<file path="config.mk">
export PLATFORM = sky130hd
export DESIGN_NAME = multiset_count_table_unit
export DESIGN_NICKNAME = d
export VERILOG_FILES = /design/src/rtl/core/mct_pkg.sv /design/src/rtl/core/mct_engine.sv /design/src/rtl/core/multiset_count_table_unit.sv
export SDC_FILE = /design/constraint.sdc
export NUM_CORES = 2
export LEC_CHECK = 0
export ABC_AREA = 1
export BUFFER_PORTS_ARGS = -buffer_cell sky130_fd_sc_hd__buf_2
export CORE_MARGIN = 4
export CORE_UTILIZATION = 55
export DETAILED_ROUTE_END_ITERATION = 8
export PLACE_DENSITY_LB_ADDON = 0.05
export SETUP_SLACK_MARGIN = 0.3
export SLEW_MARGIN = 20
export SYNTH_ARGS = -nofsm -noshare
export SYNTH_HDL_FRONTEND = slang
export SYNTH_HIERARCHICAL = 1
export SYNTH_SLANG_ARGS = --single-unit
</file>
<file path="constraint.sdc">
create_clock -name clk -period 21.4 [get_ports clk]
set_input_delay 4.28 -clock clk [delete_from_list [all_inputs] [get_ports clk]]
set_output_delay 4.28 -clock clk [all_outputs]
set_load 0.01 [all_outputs]
</file>
<file path="src/rtl/core/mct_pkg.sv">
// ----------------------------------------------------------------------------
// mct_pkg
// shared types and constants for the multiset counting table
// ----------------------------------------------------------------------------
`default_nettype none

package mct_pkg;

    localparam int ENTRIES = 64;
    localparam int IDX_W   = $clog2(ENTRIES);
    localparam int SCAN_W  = IDX_W + 1;
    localparam int KEY_W   = 32;
    localparam int COUNT_W = 31;

    localparam logic [COUNT_W-1:0] COUNT_MAX = {COUNT_W{1'b1}};

    typedef enum logic [1:0] {
        OP_ADD     = 2'd0,
        OP_REM_ONE = 2'd1,
        OP_REM_ALL = 2'd2,
        OP_QUERY   = 2'd3
    } opcode_t;

    typedef struct packed {
        opcode_t                  opcode;
        logic signed [KEY_W-1:0]  key;
    } in_item_t;

    typedef struct packed {
        logic [COUNT_W-1:0] count_after;
        logic               key_present;
        logic               table_full;
    } out_item_t;

    // one table word
    typedef struct packed {
        logic signed [KEY_W-1:0] key;
        logic [COUNT_W-1:0]      count;
    } entry_t;

    // control from the front end to the table engine
    typedef struct packed {
        logic start;
        logic res_ready;
    } mct_ctl_t;

endpackage

`default_nettype wire

</file>
<file path="src/rtl/core/mct_engine.sv">
// ----------------------------------------------------------------------------
// mct_engine
// table memory, valid bits, linear search and read-modify-write update
// ----------------------------------------------------------------------------
`default_nettype none

module mct_engine (
    input  wire                  clk,
    input  wire                  rst_n,
    input  mct_pkg::mct_ctl_t    ctl,
    input  mct_pkg::in_item_t    req,
    output logic                 res_valid,
    output mct_pkg::out_item_t   res
);
    import mct_pkg::*;

    typedef enum logic [2:0] {
        S_IDLE   = 3'b001,
        S_SCAN   = 3'b010,
        S_UPDATE = 3'b100
    } state_t;

    localparam logic [SCAN_W-1:0] SCAN_END = SCAN_W'(ENTRIES);

    entry_t               mem [ENTRIES];
    entry_t               rd_data_reg;
    logic [ENTRIES-1:0]   entry_valid_reg, entry_valid_next;

    state_t               state_reg, state_next;
    logic [SCAN_W-1:0]    scan_cnt_reg, scan_cnt_next;
    logic                 cmp_vld_reg, cmp_vld_next;
    logic [IDX_W-1:0]     cmp_idx_reg, cmp_idx_next;
    logic                 hit_reg, hit_next;
    logic [IDX_W-1:0]     hit_idx_reg, hit_idx_next;
    logic [COUNT_W-1:0]   hit_cnt_reg, hit_cnt_next;
    logic                 free_reg, free_next;
    logic [IDX_W-1:0]     free_idx_reg, free_idx_next;

    logic                 issue;
    logic [IDX_W-1:0]     rd_addr;
    logic                 cmp_hit, cmp_free;
    logic                 upd_fire;
    logic                 wr_en;
    logic [IDX_W-1:0]     wr_idx;
    logic [COUNT_W-1:0]   new_cnt;
    logic                 set_valid, clr_valid;
    logic                 full;

    assign issue   = (state_reg == S_SCAN) && !hit_reg && (scan_cnt_reg != SCAN_END);
    assign rd_addr = scan_cnt_reg[IDX_W-1:0];

    assign cmp_hit  = cmp_vld_reg && !hit_reg && entry_valid_reg[cmp_idx_reg]
                      && (rd_data_reg.key == req.key);
    assign cmp_free = cmp_vld_reg && !free_reg && !entry_valid_reg[cmp_idx_reg];

    assign upd_fire = (state_reg == S_UPDATE) && ctl.res_ready;

    // update decision from the search outcome
    always_comb
    begin
        wr_en     = 1'b0;
        wr_idx    = hit_idx_reg;
        new_cnt   = '0;
        set_valid = 1'b0;
        clr_valid = 1'b0;
        full      = 1'b0;
        unique case (req.opcode)
            OP_ADD:
            begin
                if (hit_reg)
                begin
                    new_cnt = (hit_cnt_reg == COUNT_MAX) ? hit_cnt_reg
                                                         : hit_cnt_reg + COUNT_W'(1);
                    wr_en   = 1'b1;
                end
                else if (free_reg)
                begin
                    new_cnt   = COUNT_W'(1);
                    wr_en     = 1'b1;
                    wr_idx    = free_idx_reg;
                    set_valid = 1'b1;
                end
                else
                begin
                    full = 1'b1;
                end
            end
            OP_REM_ONE:
            begin
                if (hit_reg)
                begin
                    new_cnt   = (hit_cnt_reg != '0) ? hit_cnt_reg - COUNT_W'(1) : '0;
                    wr_en     = 1'b1;
                    clr_valid = (new_cnt == '0);
                end
            end
            OP_REM_ALL:
            begin
                clr_valid = hit_reg;
            end
            OP_QUERY:
            begin
                if (hit_reg)
                begin
                    new_cnt = hit_cnt_reg;
                end
            end
        endcase
    end

    assign res_valid       = upd_fire;
    assign res.count_after = new_cnt;
    assign res.key_present = hit_reg;
    assign res.table_full  = full;

    always_comb
    begin
        entry_valid_next = entry_valid_reg;
        if (upd_fire && set_valid)
        begin
            entry_valid_next[wr_idx] = 1'b1;
        end
        if (upd_fire && clr_valid)
        begin
            entry_valid_next[hit_idx_reg] = 1'b0;
        end
    end

    // search sequencer
    always_comb
    begin
        state_next    = state_reg;
        scan_cnt_next = scan_cnt_reg;
        cmp_vld_next  = issue;
        cmp_idx_next  = rd_addr;
        hit_next      = hit_reg;
        hit_idx_next  = hit_idx_reg;
        hit_cnt_next  = hit_cnt_reg;
        free_next     = free_reg;
        free_idx_next = free_idx_reg;

        if (cmp_hit)
        begin
            hit_next     = 1'b1;
            hit_idx_next = cmp_idx_reg;
            hit_cnt_next = rd_data_reg.count;
        end
        if (cmp_free)
        begin
            free_next     = 1'b1;
            free_idx_next = cmp_idx_reg;
        end
        if (issue)
        begin
            scan_cnt_next = scan_cnt_reg + SCAN_W'(1);
        end

        unique case (state_reg)
            S_IDLE:
            begin
                if (ctl.start)
                begin
                    state_next    = S_SCAN;
                    scan_cnt_next = '0;
                    hit_next      = 1'b0;
                    free_next     = 1'b0;
                end
            end
            S_SCAN:
            begin
                if (hit_reg || ((scan_cnt_reg == SCAN_END) && !cmp_vld_reg))
                begin
                    state_next = S_UPDATE;
                end
            end
            S_UPDATE:
            begin
                if (ctl.res_ready)
                begin
                    state_next = S_IDLE;
                end
            end
        endcase
    end

    always_ff @(posedge clk or negedge rst_n)
    begin
        if (!rst_n)
        begin
            state_reg       <= S_IDLE;
            scan_cnt_reg    <= '0;
            cmp_vld_reg     <= 1'b0;
            hit_reg         <= 1'b0;
            free_reg        <= 1'b0;
            entry_valid_reg <= '0;
        end
        else
        begin
            state_reg       <= state_next;
            scan_cnt_reg    <= scan_cnt_next;
            cmp_vld_reg     <= cmp_vld_next;
            hit_reg         <= hit_next;
            free_reg        <= free_next;
            entry_valid_reg <= entry_valid_next;
        end
    end

    always_ff @(posedge clk)
    begin
        cmp_idx_reg  <= cmp_idx_next;
        hit_idx_reg  <= hit_idx_next;
        hit_cnt_reg  <= hit_cnt_next;
        free_idx_reg <= free_idx_next;
    end

    // table memory, one read and one write port
    always_ff @(posedge clk)
    begin
        if (upd_fire && wr_en)
        begin
            mem[wr_idx] <= '{key: req.key, count: new_cnt};
        end
        rd_data_reg <= mem[rd_addr];
    end

    // a located entry is still live when the update runs
    a_hit_live: assert property (@(posedge clk) disable iff (!rst_n)
        (state_reg == S_UPDATE) && hit_reg |-> entry_valid_reg[hit_idx_reg])
        else $error("matched entry not valid at update");

    // a full table is only reported when no key was found and counts are zero
    a_full_clean: assert property (@(posedge clk) disable iff (!rst_n)
        res_valid && res.table_full |-> !res.key_present && (res.count_after == '0))
        else $error("table full with a live result");

    // insert of a new key occupies the chosen free entry
    a_insert_sets: assert property (@(posedge clk) disable iff (!rst_n)
        res_valid && !hit_reg && free_reg && (req.opcode == OP_ADD)
        |=> entry_valid_reg[$past(free_idx_reg)])
        else $error("inserted entry not marked valid");

    // remove-all frees the matched entry
    a_remove_all_frees: assert property (@(posedge clk) disable iff (!rst_n)
        res_valid && hit_reg && (req.opcode == OP_REM_ALL)
        |=> !entry_valid_reg[$past(hit_idx_reg)])
        else $error("remove-all left entry valid");

    // search never runs past the end of the table
    a_scan_bound: assert property (@(posedge clk) disable iff (!rst_n)
        scan_cnt_reg <= SCAN_END)
        else $error("scan counter out of range");

endmodule

`default_nettype wire

</file>
<file path="src/rtl/core/multiset_count_table_unit.sv">
// ----------------------------------------------------------------------------
// multiset_count_table_unit
// fixed-capacity multiset of 32-bit keys with a saturating count per key
//
// search: from entry 0, stopping at the first match or after the last entry;
//   the single memory read port steps one entry per cycle
// items: one in flight; the next is taken once the engine hands over its result,
//   so the search length and back-pressure at the result register set the rate
// reset: all entries invalid at once (valid flops), no clearing pass needed
// ----------------------------------------------------------------------------
`default_nettype none

module multiset_count_table_unit (
    input  wire                 clk,
    input  wire                 rst_n,
    input  wire                 item_valid,
    output logic                item_ready,
    input  mct_pkg::in_item_t   item,
    output logic                result_valid,
    input  wire                 result_ready,
    output mct_pkg::out_item_t  result
);
    import mct_pkg::*;

    // front end: one item in flight, held stable for the engine
    logic       busy_reg, busy_next;
    in_item_t   req_reg;
    logic       out_valid_reg, out_valid_next;
    out_item_t  out_reg;

    mct_ctl_t   ctl;
    logic       eng_res_valid;
    out_item_t  eng_res;
    logic       item_xfer;

    assign item_ready = !busy_reg;
    assign item_xfer  = item_valid && item_ready;

    // engine may finish when the output register is empty or draining
    assign ctl.start     = item_xfer;
    assign ctl.res_ready = !out_valid_reg || result_ready;

    mct_engine u_engine (
        .clk       (clk),
        .rst_n     (rst_n),
        .ctl       (ctl),
        .req       (req_reg),
        .res_valid (eng_res_valid),
        .res       (eng_res)
    );

    // busy from item transfer until the engine hands over its result
    always_comb
    begin
        busy_next = busy_reg;
        if (item_xfer)
        begin
            busy_next = 1'b1;
        end
        else if (eng_res_valid)
        begin
            busy_next = 1'b0;
        end
    end

    // output register: a waiting result does not stop the next item
    always_comb
    begin
        out_valid_next = out_valid_reg;
        if (eng_res_valid)
        begin
            out_valid_next = 1'b1;
        end
        else if (result_ready)
        begin
            out_valid_next = 1'b0;
        end
    end

    assign result_valid = out_valid_reg;
    assign result       = out_reg;

    always_ff @(posedge clk or negedge rst_n)
    begin
        if (!rst_n)
        begin
            busy_reg      <= 1'b0;
            out_valid_reg <= 1'b0;
        end
        else
        begin
            busy_reg      <= busy_next;
            out_valid_reg <= out_valid_next;
        end
    end

    // payload registers
    always_ff @(posedge clk)
    begin
        if (item_xfer)
        begin
            req_reg <= item;
        end
        if (eng_res_valid)
        begin
            out_reg <= eng_res;
        end
    end

    // engine only returns a result for an item in flight
    a_res_busy: assert property (@(posedge clk) disable iff (!rst_n)
        eng_res_valid |-> busy_reg)
        else $error("engine result with no item in flight");

    // engine never overwrites a result that has not been taken
    a_no_overwrite: assert property (@(posedge clk) disable iff (!rst_n)
        eng_res_valid |-> !out_valid_reg || result_ready)
        else $error("result register overwritten");

    // after a result is handed over the unit is free for the next item
    a_free_after: assert property (@(posedge clk) disable iff (!rst_n)
        eng_res_valid |=> item_ready)
        else $error("unit not ready after result");

endmodule

`default_nettype wire

</file>
## After elaboration in Yosys (flattened, before gate mapping)

Memories as Yosys holds them, arrays and structs flattened. A register that Yosys moved wholly into a read port is not among the register bits.
Cells that the tools add are included.

| word-level totals | value |
|---|---|
| word-level logic and storage cells | 119 |
| memories | 1 |
| bits in registers | 195 |
| output and inout bits | 35 |
| bits in writable memories | 4032 |

| cells by class | value |
|---|---|
| bitwise operators | 4 |
| $lt $le $gt $ge | 5 |
| eq/ne operators | 13 |
| mux-type cells | 46 |
| add/subtract/negate cells | 3 |
| reductions and logical operators | 30 |

Memory list:

| name | depth | width | read ports | clocked after memory_dff | write ports | RTL line | source |
|---|---|---|---|---|---|---|---|
| u_engine.mem | 64 | 63 | 1 | 1 | 1 | mct_engine.sv:25 | `entry_t mem [ENTRIES];` |

Operators with widths:

| cell | count |
|---|---|
| $mux W31 | 5 |
| $mux W64 | 2 |
| $pmux W31 S3 | 1 |
| $and A64 B64 Y64 | 1 |
| $not A64 Y64 | 1 |
| $or A64 B64 Y64 | 1 |
| $eq A32 B32 Y1 | 1 |
| $add A31 B1 Y31 const B | 1 |
| $eq A31 B31 Y1 const B | 1 |
| $logic_not A31 Y1 | 1 |
| $reduce_bool A31 Y1 | 1 |
| $sub A31 B1 Y31 const B | 1 |
| $mux W1 | 23 |
| $lt A6 B7 Y1 const B | 3 |
| $mux W7 | 3 |
| $mux W6 | 3 |
| $logic_and A1 B1 Y1 | 15 |
| $demux W1 S6 | 2 |
| $ge A6 B1 Y1 const B | 2 |
| $mux W3 | 3 |
| $pmux W3 S3 | 1 |
| $add A7 B1 Y7 const B | 1 |
| $eq A7 B7 Y1 const B | 1 |
| $ne A7 B7 Y1 const B | 1 |
| 16 further kinds | 26 |

## Depth between registers and ports, before layout

| depth | value |
|---|---|
| depth in word-level cells | 11 |
| depth in mapped cells | 19 |
| mapped depth without buffers | 17 |

## Modules after synthesis

The synthesis kept the hierarchy.

By module, submodules not included:

| module | area each (um^2) | instances | seq. area each (um^2) | cells each |
|---|---|---|---|---|
| mct_engine | 166970.1 | 1 | 125676.8 | 13038 |
| multiset_count_table_unit | 2100.8 | 1 | 2062.0 | 78 |

## Worst setup path after synthesis

OpenSTA, ideal clock, no wires.

| timing path | value |
|---|---|
| path type | in2reg |
| start | in result_ready |
| end | mem u_engine/mem[24][0] (netlist name) (enable) |
| cell stages on the path | 7 |
| setup slack | 10.610 ns |
| arrival | 10.228 ns |
| path buffers | 1 |
| setup time | 0.562 ns |
| cell sequence | inv_1 -> nand2_1 -> nand2_1 -> inv_1 -> o21ai_1 -> clkbuf_1 -> nor3_1 |

RTL lines:

| what | RTL line | source |
|---|---|---|
| from (decl) | multiset_count_table_unit.sv:20 | `input wire result_ready,` |
| to (decl) | mct_engine.sv:25 |  |

==> results.txt <==
- Result of the run: completed
- Yosys printed 6 warnings.
- Post-synthesis to final-layout area growth: 11.63%
- Per report_power, the combinational group accounts for between 30 and 40% of the total.
- Number of synthesized flops with an enable pin: 4142
- Number of top-level pins: 73
- Number of fillers in the final layout: between 20000 and 25000
- The number of clock buffers added by TritonCTS is around 430.
- Final cell area excluding filler cells: 0.1887 mm²
- Detailed placer's ending HPWL: around 320000 µm
- Nature of the critical path startpoint: input pin
- Crit path capture type: flop
- Setup violations remaining at the end of the flow were counted as 0.
- Commonest non-fill, non-tap cell in the layout: sky130_fd_sc_hd__edfxtp_1
- The pre-antenna-repair detailed-routing pass consisted of 6 iterations.
* VDD IR max: roughly 0.11 mV
- Global-route total usage across every layer: 35.17%
- In the layout the commonest cells are sky130_fd_sc_hd__edfxtp_1, sky130_fd_sc_hd__nor2_1, sky130_fd_sc_hd__o21ai_0.
* Synthesized cell area: around 0.17 mm²
- TritonCTS built the clock tree.
- Req. time, crit path: about 22000 ps
* Worst hold-check path type: flop to flop
- Setup total negative slack on the finished layout was measured at 0 ps.
* Number of antenna violations at the first check in global routing: 30
- The number of hold buffers added after CTS was 0.
- Post CTS Setup Buffer Count: 0
- Switching portion of total power: 38.14%
* RSZ-0062 raised after global routing: no
- The number of global-route vias before repair came to roughly 110k.
- In this run, placement finished with an instance count of around 17000.
- Seq/Total Area, Yosys: roughly 76%
* Largest net degree at the start of global routing: about 180
- The initialized floorplan defines a little over 200 standard-cell rows.
- The clock passes through at most 4 buffers.
- Count of vias placed by the detailed router: approximately 110k
- In this run the number of H-tree levels came out at 5.
* Normalized max-slew margin: ~11%
- The clock drives around 4300 sinks.
* Net switching power figure: around 9800 µW
- First-pass GRT wire length: 799500 µm
- Final nets: ~13000
- Port-buffer cells: slightly above 70
- In this run the worst path has a maximum fanout of 52.
- Data on the critical path arrives at its endpoint at 7960 ps.
* Skew final: about 49 ps
- The count of nets left with antenna violations once routing finished came out at 0.
- Leaving out filler cells and counting taps, the final layout contains around 18000.
* DIE WIDTH: between 500 and 600 µm
- After synthesis the netlist holds a flip-flop and latch count of roughly 4300.
* Maximum capacitance violations: 0
- Remaining design rule violation count: 0
- Die outline area: around 0.32 mm²
* Proportion of power drawn by the clock network: 29.5%
- After technology mapping, the gate count stands at ~13000.
- FFs w/ async S/R, synth: about 1.8%
- Average instance area after synthesis: 12.89 µm²
- Number of cells on the worst reg-to-reg path: 12
- Summing all placed instances gives a cell area of roughly 0.17 mm².
- At the later pin of the worst-skew pair, clock insertion delay measures ~980 ps.
- The final hold violation count was 0.
* Initial drt markers: around 17000
- The critical path in this run is classified as input pin to flop.
- The register with the most flip-flops in the layout has 4032 of them.
- Slew of the pin with the lowest slew margin: 1333 ps
- Once the clock tree was built, the resizer swapped 0 gates to a different size.
- Area of the placeable core: approximately 0.3 mm²
- Total overflow reported by the global router: 0
- Dividing the final minimum period by the clock period gives about a third.
- Once the floorplan was initialized, standard cells occupied between 50% and 60% of the core.
- Power spread over the standard cell area amounts to between 100 and 150 mW/mm².
- Total leakage power: 0.06188 µW
- Of the total power, registers draw between 30 and 40%.
* RePlAce Congestion: roughly 0.90
- Die Y-Extent: 562.4 µm
- DR WL/cell: 32.32 µm
- Vias per std cell: ~6.5
- Hold timing on the final database bottoms out at a slack of between 300 and 400 ps.
- The internal portion of the total power is approximately 16000 µW.
- Total nets after synthesis: around 13000
- Counting I/O delays and the setup requirement, the final critical path takes about 7400 ps.
* Ys flop type: sky130_fd_sc_hd__edfxtp_1
* Detailed-route wire length: 567900 µm
- The post-route netlist has under 10% of its cells at a drive strength greater than 1.
- Synthesis instantiated 53 different standard cells from the library.
* Fmax: between 100 and 150 MHz
- The worst hold path passes through 0 cells.
* Final-report max-slew violation count: 0
* Clock-pin transition on the worst setup and hold timing paths: roughly 60 ps
- After layout, the design draws a total of approximately 26000 µW.
* Cell at the root of the clock tree: sky130_fd_sc_hd__clkbuf_16
==> path summary, 6_finish.rpt <==
kind	to	slack [ps]	from
setup / recovery	u_engine/mem[39][28]$_DFFE_PP_	14010	result_ready
hold / removal	u_engine/hit_cnt_reg[27]$_DFFE_PP_	390	u_engine/rd_data_reg[27]$_DFF_P_
setup reg to reg	u_engine/rd_data_reg[42]$_DFF_P_	14770	u_engine/scan_cnt_reg[0]$_DFF_PN0_
hold reg to reg	u_engine/hit_cnt_reg[27]$_DFFE_PP_	390	u_engine/rd_data_reg[27]$_DFF_P_
max in group asynchronous	u_engine/entry_valid_reg[15]$_DFF_PN0_	17000	rst_n
min in group asynchronous	busy_reg$_DFFE_PN0P_	3270	rst_n
==> cells in the mapped netlist (4+ instances only) <==
| cell | n | area (µm²) |
|---|---|---|
| sky130_fd_sc_hd__a22o_1 | 11 | 96.34 |
| sky130_fd_sc_hd__ha_1 | 10 | 125.1 |
| sky130_fd_sc_hd__o211ai_1 | 12 | 90.09 |
| sky130_fd_sc_hd__o22ai_1 | 1030 | 6444 |
| sky130_fd_sc_hd__nand2_2 | 10 | 62.56 |
| sky130_fd_sc_hd__a31oi_1 | 8 | 50.05 |
| sky130_fd_sc_hd__buf_1 | 46 | 172.7 |
| sky130_fd_sc_hd__buf_12 | 7 | 140.1 |
| sky130_fd_sc_hd__nand4_1 | 97 | 606.8 |
| sky130_fd_sc_hd__nor2_4 | 6 | 67.56 |
| sky130_fd_sc_hd__inv_2 | 6 | 22.52 |
| sky130_fd_sc_hd__nand3_1 | 194 | 970.9 |
| sky130_fd_sc_hd__a21oi_1 | 253 | 1266 |
| sky130_fd_sc_hd__nor2_1 | 2331 | 8750 |
| sky130_fd_sc_hd__clkinv_1 | 4 | 15.01 |
| sky130_fd_sc_hd__a41oi_1 | 70 | 613.1 |
| sky130_fd_sc_hd__nor4_1 | 11 | 68.82 |
| sky130_fd_sc_hd__or2_2 | 16 | 100.1 |
| sky130_fd_sc_hd__clkbuf_1 | 768 | 2883 |
| sky130_fd_sc_hd__o21bai_1 | 10 | 75.07 |
| sky130_fd_sc_hd__nand2_4 | 4 | 45.04 |
| sky130_fd_sc_hd__o21ai_0 | 2100 | 10510 |
| sky130_fd_sc_hd__inv_1 | 217 | 814.5 |
| sky130_fd_sc_hd__nor3_1 | 90 | 450.4 |
| sky130_fd_sc_hd__dfxtp_1 | 69 | 1381 |
| sky130_fd_sc_hd__dfrtp_1 | 78 | 1952 |
| sky130_fd_sc_hd__o21a_1 | 13 | 97.59 |
| sky130_fd_sc_hd__edfxtp_1 | 4142 | 124400 |
| sky130_fd_sc_hd__o21ai_2 | 4 | 35.03 |
| sky130_fd_sc_hd__buf_2 | 57 | 285.3 |
| sky130_fd_sc_hd__buf_6 | 4 | 45.04 |
| sky130_fd_sc_hd__nand2_1 | 1238 | 4647 |
| sky130_fd_sc_hd__nor2_2 | 11 | 68.82 |
| sky130_fd_sc_hd__o221ai_1 | 71 | 621.9 |
| sky130_fd_sc_hd__xor2_1 | 28 | 245.2 |
| sky130_fd_sc_hd__nand3_2 | 62 | 620.6 |
==> cell families after synthesis <==
group	share of synthesized area (%)
and+or+nand+nor	9.772
xor gates and xnor gates	0.1451
DFF	75.55
AOI/OAI and AO/OA	11.85
buffers and inverters	2.606
adders and majority gates	0.07400
==> power by group through the flow <==
| stage | combinational [µW] | clock (µW) | sequential [µW] |
|---|---|---|---|
| 6_report | 8430 | 7610 | 9780 |
| 5_1_grt | 8880 | 8040 | 9780 |
| 4_1_cts | 8270 | 7670 | 9770 |
| 3_5_place_dp | 8240 | 0 | 9950 |
| 3_3_place_gp | 8160 | 0 | 9950 |
| 2_1_floorplan | 4570 | 0 | 9950 |
==> critical path, stage by stage <==
cell and delay [ps]:
sky130_fd_sc_hd__buf_2 90, sky130_fd_sc_hd__inv_1 50, sky130_fd_sc_hd__nand2_1 130, sky130_fd_sc_hd__nand2_1 210, sky130_fd_sc_hd__inv_2 140, sky130_fd_sc_hd__o21ai_4 60
sky130_fd_sc_hd__buf_4 340, sky130_fd_sc_hd__buf_4 450, sky130_fd_sc_hd__nor3_2 1020, sky130_fd_sc_hd__buf_4 930
==> routing by layer <==
layer / GRT usage (%) / vias to the layer above / part of all wire, %
met5: 0 / - / 0.023
met4: 18.42 / 20 / 6.1
met3: 6.896 / 1202 / 11
met2: 53.48 / 7014 / 45
met1: 48.57 / 57700 / 38
li1: - / 48550 / -
==> layout make-up <==
type | count | area (µm²) | share of cell area (%)
antenna | 18 | 45.04 | 0.02387
tap | 4100 | 5130 | 2.718
clock buffer | 561 | 11730 | 6.212
inverter | 228 | 903.4 | 0.4786
multi-input combinational | 7713 | 37470 | 19.85
timing repair buffer | 419 | 3208 | 1.700
sequential | 4290 | 127700 | 67.68
clock inverter | 244 | 2507 | 1.329
==> stage by stage <==
| step | setup WS, ps | utilization [%] |
|---|---|---|
| global placement | 13150 | 56.97 |
| finish | 14010 | 61.67 |
| global route | 13960 | 61.66 |
| detailed placement | 13160 | 56.98 |
| CTS | 14180 | 61.63 |
| floorplan | 10610 | - |
Note: power is estimated with default switching activity, not from simulation.
